==> config.mk <==
export PLATFORM = sky130hd
export DESIGN_NAME = gcnm_cell
export DESIGN_NICKNAME = d
export VERILOG_FILES = /design/src/hdl/gcnm_pkg.sv /design/src/hdl/gcnm_ram.sv /design/src/hdl/gcnm_cell.sv
export SDC_FILE = /design/constraint.sdc
export NUM_CORES = 2
export LEC_CHECK = 0
export BUFFER_PORTS_ARGS = -buffer_cell sky130_fd_sc_hd__buf_2
export CORE_ASPECT_RATIO = 0.75
export CORE_MARGIN = 2
export CORE_UTILIZATION = 46
export DETAILED_ROUTE_END_ITERATION = 10
export GPL_TIMING_DRIVEN = 0
export PLACE_DENSITY = 0.65
export SYNTH_ARGS = -nofsm -noshare
export SYNTH_HDL_FRONTEND = slang
export SYNTH_MEMORY_MAX_BITS = 65536
export SYNTH_SLANG_ARGS = --single-unit
==> constraint.sdc <==
create_clock -name i_clk -period 6.41 [get_ports i_clk]
set_input_delay 0.3205 -clock i_clk [delete_from_list [all_inputs] [get_ports i_clk]]
set_output_delay 0.3205 -clock i_clk [all_outputs]
set_load 0.1 [all_outputs]
==> src/hdl/gcnm_pkg.sv <==
`default_nettype none
package gcnm_pkg;

    localparam int ENTRY_W = 10;
    localparam int SCORE_W = 16;
    localparam int FU_W = 16;
    localparam int CALIPER_W = 17;
    localparam int CFG_IDX_W = 1;
    localparam int CFG_DATA_W = 17;

    localparam int MAX_CONTROLS_DEF = 1024;
    localparam int NUM_CELLS = 8;
    localparam int CELL_W = $clog2(NUM_CELLS);

    localparam logic [CALIPER_W-1:0] CALIPER_RST = 17'd65536;
    localparam logic [FU_W-1:0] WINDOW_RST = 16'd90;

    typedef enum logic [1:0] {
        OP_LOAD  = 2'd0,
        OP_MATCH = 2'd1,
        OP_CLEAR = 2'd2
    } t_op;

    typedef enum logic [CFG_IDX_W-1:0] {
        CFG_CALIPER = 1'b0,
        CFG_WINDOW  = 1'b1
    } t_cfg_reg;

    typedef enum logic [2:0] {
        ST_CLEAR,
        ST_IDLE,
        ST_SCAN,
        ST_REDUCE,
        ST_WRITE
    } t_state;

    typedef struct packed {
        logic               found;
        logic [ENTRY_W-1:0] match_index;
    } t_res;

    typedef struct packed {
        logic [1:0]         operation;
        logic [ENTRY_W-1:0] entry_index;
        logic [SCORE_W-1:0] score;
        logic [FU_W-1:0]    follow_up;
    } t_cmd;

    typedef struct packed {
        logic               have;
        logic [SCORE_W-1:0] score_gap;
        logic [ENTRY_W-1:0] gidx;
    } t_cand;

    typedef struct packed {
        logic data_we;
        logic flag_we;
        logic flag_valid;
        logic flag_used;
        logic scan_vld;
        logic best_clr;
    } t_cell_ctl;

endpackage
`default_nettype wire

==> src/hdl/gcnm_ram.sv <==
`default_nettype none
module gcnm_ram #(
    parameter int WIDTH = 8,
    parameter int DEPTH = 16,
    localparam int AW = (DEPTH > 1) ? $clog2(DEPTH) : 1
) (
    input  wire logic             i_clk,
    input  wire logic             i_we,
    input  wire logic [AW-1:0]    i_waddr,
    input  wire logic [WIDTH-1:0] i_wdata,
    input  wire logic [AW-1:0]    i_raddr,
    output logic      [WIDTH-1:0] o_rdata
);

    logic [WIDTH-1:0] r_mem [DEPTH];
    logic [WIDTH-1:0] r_rdata;

    always_ff @(posedge i_clk) begin
        if (i_we) begin
            r_mem[i_waddr] <= i_wdata;
        end
        r_rdata <= r_mem[i_raddr];
    end

    assign o_rdata = r_rdata;

endmodule
`default_nettype wire

==> src/hdl/gcnm_cell.sv <==
`default_nettype none
module gcnm_cell import gcnm_pkg::*; #(
    parameter int ROWS = 128,
    parameter int ROW_W = 7,
    parameter int CELL_ID = 0
) (
    input  wire logic                 i_clk,
    input  wire logic                 i_rst_n,
    input  wire t_cell_ctl            i_ctl,
    input  wire logic [ROW_W-1:0]     i_wr_row,
    input  wire logic [ROW_W-1:0]     i_rd_row,
    input  wire logic [ROW_W-1:0]     i_scan_row,
    input  wire logic [SCORE_W-1:0]   i_ld_score,
    input  wire logic [FU_W-1:0]      i_ld_fu,
    input  wire logic [SCORE_W-1:0]   i_case_score,
    input  wire logic [FU_W-1:0]      i_case_fu,
    input  wire logic [CALIPER_W-1:0] i_caliper,
    input  wire logic [FU_W-1:0]      i_window,
    input  wire t_cand                i_chain,
    output t_cand                     o_chain
);

    localparam logic [CELL_W-1:0] MY_CELL = CELL_W'(CELL_ID);

    logic [SCORE_W+FU_W-1:0] data_rd;
    logic [1:0]              flag_rd;
    logic [SCORE_W-1:0]      ent_score;
    logic [FU_W-1:0]         ent_fu;
    logic [SCORE_W-1:0]      cand_gap;
    logic [FU_W-1:0]         fdiff;
    logic                    hit;
    logic                    closer;
    logic [ROW_W+CELL_W-1:0] gidx_full;
    t_cand                   r_best;
    t_cand                   r_chain;
    t_cand                   n_chain;

    gcnm_ram #(
        .WIDTH(SCORE_W + FU_W),
        .DEPTH(ROWS)
    ) u_data_ram (
        .i_clk  (i_clk),
        .i_we   (i_ctl.data_we),
        .i_waddr(i_wr_row),
        .i_wdata({i_ld_score, i_ld_fu}),
        .i_raddr(i_rd_row),
        .o_rdata(data_rd)
    );

    gcnm_ram #(
        .WIDTH(2),
        .DEPTH(ROWS)
    ) u_flag_ram (
        .i_clk  (i_clk),
        .i_we   (i_ctl.flag_we),
        .i_waddr(i_wr_row),
        .i_wdata({i_ctl.flag_valid, i_ctl.flag_used}),
        .i_raddr(i_rd_row),
        .o_rdata(flag_rd)
    );

    assign ent_score = data_rd[SCORE_W+FU_W-1:FU_W];
    assign ent_fu = data_rd[FU_W-1:0];
    assign cand_gap = (i_case_score >= ent_score) ? (i_case_score - ent_score)
                                                  : (ent_score - i_case_score);
    assign fdiff = (i_case_fu >= ent_fu) ? (i_case_fu - ent_fu) : (ent_fu - i_case_fu);
    assign hit = flag_rd[1] && !flag_rd[0] && (fdiff <= i_window)
                 && ({1'b0, cand_gap} < i_caliper);
    assign closer = !r_best.have || (cand_gap < r_best.score_gap);
    assign gidx_full = {i_scan_row, MY_CELL};

    always_comb begin
        n_chain = i_chain;
        if (r_best.have) begin
            if (!i_chain.have || (r_best.score_gap < i_chain.score_gap)
                || ((r_best.score_gap == i_chain.score_gap)
                    && (r_best.gidx < i_chain.gidx))) begin
                n_chain = r_best;
            end
        end
    end

    always_ff @(posedge i_clk) begin
        if (!i_rst_n) begin
            r_best <= '0;
            r_chain <= '0;
        end else begin
            r_chain <= n_chain;
            if (i_ctl.best_clr) begin
                r_best.have <= 1'b0;
            end else if (i_ctl.scan_vld && hit && closer) begin
                r_best.have <= 1'b1;
                r_best.score_gap <= cand_gap;
                r_best.gidx <= ENTRY_W'(gidx_full);
            end
        end
    end

    assign o_chain = r_chain;

endmodule
`default_nettype wire

==> impl_metrics.py <==
metrics = {
    "clocking": {
        "insertion_delay_ps": 970,
        "tritoncts": "yes",
        "cts_sinks": 4437,
        "clockBufferDepth": 4,
        "cts.reportedPaths.clkPinSlew_ps": 60,
        "numCtsBuffers": 411,
        "htree_levels": 5,
        "cts_root_buf": "clkbuf_16",
    },
    "layout": {
        "areaGrowthSynthToFinish_pct": 15.1,
        "multiInputGateArea_mm2": 0.0398,
        "fillers": 28166,
        "drive_gt1_frac": 0.307,
        "fin_nets": 8538,
        "ff_latch_area_mm2": 0.132,
    },
    "sta": {
        "fin_worst_skew_ps": 94.1,
        "min_period_over_period": 0.943,
        "hold_ws_ps": 156,
        "maxSlewHeadroom": -0.114,
        "setup_viol": 0,
        "rsz0062_at_grt": "no",
        "worst_pin_slew_ps": 1670,
        "max_freq_mhz": 165,
        "finalMaxSlewViolations": 55,
        "fin_crit_ps": 6040,
        "setup_ws_ps": 366,
        "final_hold_viol_count": 0,
    },
    "synthesis": {
        "synth-edff-count": 4352,
        "synthesis.area_mm2": 0.173,
        "yosysTopAreaCell": "edfxtp_1",
        "synth_most_common_cell": "edfxtp_1",
        "ys_seq_area_frac": 0.764,
        "async_flop_share": 0,
        "synth_cell_types": 65,
        "synthTopCellsByArea": "edfxtp_1 75%, mux4_2 19%, dfxtp_1 0.98%",
        "synth_warnings": 0,
        "synth-main-ff-cell": "edfxtp_1",
        "synth_seq_cells": 4437,
        "synth_common_cells": "4352 x edfxtp_1, 1428 x mux4_2, 306 x nor2_1, 252 x clkbuf_1, 153 x inv_1",
        "avgSynthCellArea_um2": 23.4,
        "synth.top_cell.area_share": 0.754,
        "postSynthCellCount": 7421,
        "syn_nets": 7709,
    },
    "flow_run": {
        "max_cap_viol_count": 5,
    },
    "floorplanning": {
        "io_pins": 180,
        "die_x_um": 713,
        "core_area_mm2": 0.376,
        "fp.dieH_um": 536,
        "placementRows": 195,
        "die_area_mm2": 0.382,
        "start_util": 0.461,
    },
    "global_route": {
        "grt.total_usage": 0.246,
        "overflow": 0,
        "antenna_found_initial": 102,
        "grt_max_degree": 106,
        "grt_pass1_vias": 83099,
        "grt_pass1_wl_mm": 655,
    },
    "setup_path": {
        "slowest_delay_ps": 420,
        "crit_path_top_delay_cell": "a2111oi_4",
        "critPathLaunchType": "register",
        "path_cells": "ha_1, buf_2, a21oi_1, nand4_1, a21oi_1, o31a_1, clkbuf_2, mux2i_1, o221a_2, xnor2_1, ha_1, nand4_1, nor4_1, a221oi_1, a21boi_0, a2111oi_4, buf_2, clkinv_1, o211a_1",
        "crit_buf_inv": 4,
        "critPathCaptureType": "register",
        "worstPathRequired_ps": 7200,
        "crit_type": "register to register",
        "crit_family": "compound AO/OA/AOI/OAI gates",
        "cp.arrival_ps": 6840,
        "crit_fanout": 10,
    },
    "drt": {
        "dr.pass1.iters": 10,
        "wl_met3_mm": 67.1,
        "vias": 85119,
        "drt-total-wl_mm": 474,
        "via_per_inst": 6.24,
        "ant_nets": 0,
        "wl_per_cell_um": 34.7,
        "met2RoutedLength_mm": 202,
        "top_layer_used": "met5",
        "met1Wirelength_mm": 191,
        "drtIter0Drc": 12693,
        "drcViolationCount": 0,
    },
    "place": {
        "port_buffers": 171,
        "place_ws_ps": -181,
        "hpwl_mm": 331,
        "gp_congestion": 0.958,
    },
    "power": {
        "ir_worst_vdd_uv": 291,
        "p_leak_nw": 62.3,
        "pwr_density_cell_mw_per_mm2": 307,
        "power.total_mw": 61.2,
    },
    "worst_hold_path": {
        "hold_path_class": "primary input to register",
    },
    "status": {
        "outcome": "complete, but fails checks",
        "violations": "max-capacitance violations, max-slew violations",
    },
}
==> path summary, 6_finish.rpt <==
path | start | to | slack (ps) | cells past startpoint
max reg2reg | u_data_ram.o_rdata[21] | r_best[15] | 370 | 19
min reg2reg | r_best[8] | o_chain[8] | 490 | 2
max | u_data_ram.o_rdata[21] | r_best[15] | 370 | 19
min | i_case_score[0] | r_best[10] | 160 | 5
==> metrics by stage <==
step                      cells  setup TNS [ps]  area (um^2)   util
after floorplan            7421               0       173000      -
after global placement    12615           -2530       181000  0.480
after detailed placement  12782           -1190       186000  0.494
after CTS                 13605               0       199000  0.531
after global routing      13620               0       199000  0.531
final                     13646               0       200000  0.531
==> cell families (layout without fill, tap and decap cells) <==
logic type / Yosys count / after routing / synth area share
AND/OR/NAND/NOR: 546 / 546 / 0.0137
other: 0 / 38 / 0
adder cells (fa/ha/maj): 135 / 135 / 0.00992
multiplexers: 1507 / 1507 / 0.190
flip-flops: 4437 / 4437 / 0.764
AO/OA/AOI/OAI: 229 / 229 / 0.00880
buffers and inverters: 543 / 1707 / 0.0124
XOR/XNOR: 24 / 24 / 0.00121
==> flip-flops by register name, indices dropped and copies added, names as in the netlist <==
register,count
r_best,24
u_data_ram.r_mem,4096
u_data_ram.o_rdata,32
o_chain,27
u_flag_ram.o_rdata,2
u_flag_ram.r_mem,256
==> power breakdown <==
part           switching (mW)  internal [mW]  leakage [nW]
logic                    3.24           1.81          16.1
registers              0.0816           32.0          39.8
clock network            10.6           13.5          6.35
==> timing repair <==
action | 4_1_cts | 5_1_grt
setup endpoints to repair | 8 | 23
gates resized for setup | 2 | 9
buffers inserted | 0 | 3
pin swaps | 0 | 1
hold endpoints to repair | 1620 | 0
hold buffers | 75 | 0
==> layout by cell type (no fill, tap or decap), drive strengths merged, types with 9 or more instances in the layout <==
master          n
mux2           37
o21a           16
dfxtp          85
mux2i          42
xnor2          18
edfxtp       4352
clkbuf        784
ha            131
nand3          29
bufinv         36
clkinv        157
buf           476
inv           165
nor2          306
clkinvlp       14
mux4         1428
a211oi          9
diode          38
dlygate4sd3    75
nand2         105
nor3           15
nand4          21
o21ai          40
nor2b          27
a21o           28
a21oi          68
==> layout make-up <==
type | count | area share
diodes | 38 | 0.000477
plain buffers | 389 | 0.00810
clock buffers | 530 | 0.0549
clock inverters | 218 | 0.0103
inverters | 154 | 0.00290
multi-input cells | 2441 | 0.200
flip-flops and latches | 4437 | 0.663
well taps | 5023 | 0.0315
repair buffers | 416 | 0.0288
==> per-layer routing <==
metal | global-route usage | vias up
met1 | 0.363 | 45771
met3 | 0.0920 | 675
met2 | 0.347 | 5233
met5 | 0.00385 | -
li1 | - | 33396
met4 | 0.0653 | 44
==> worst reg2reg max path: stages (launching register included) <==
cell	delay, ps
dfxtp_1	320
ha_1	270
buf_2	180
a21oi_1	310
nand4_1	140
a21oi_1	340
o31a_1	390
clkbuf_2	360
mux2i_1	380
o221a_2	300
xnor2_1	240
ha_1	320
nand4_1	160
nor4_1	80
a221oi_1	380
a21boi_0	250
a2111oi_4	420
buf_2	400
clkinv_1	340
o211a_1	300
Note: power is estimated with default switching activity, not from simulation.
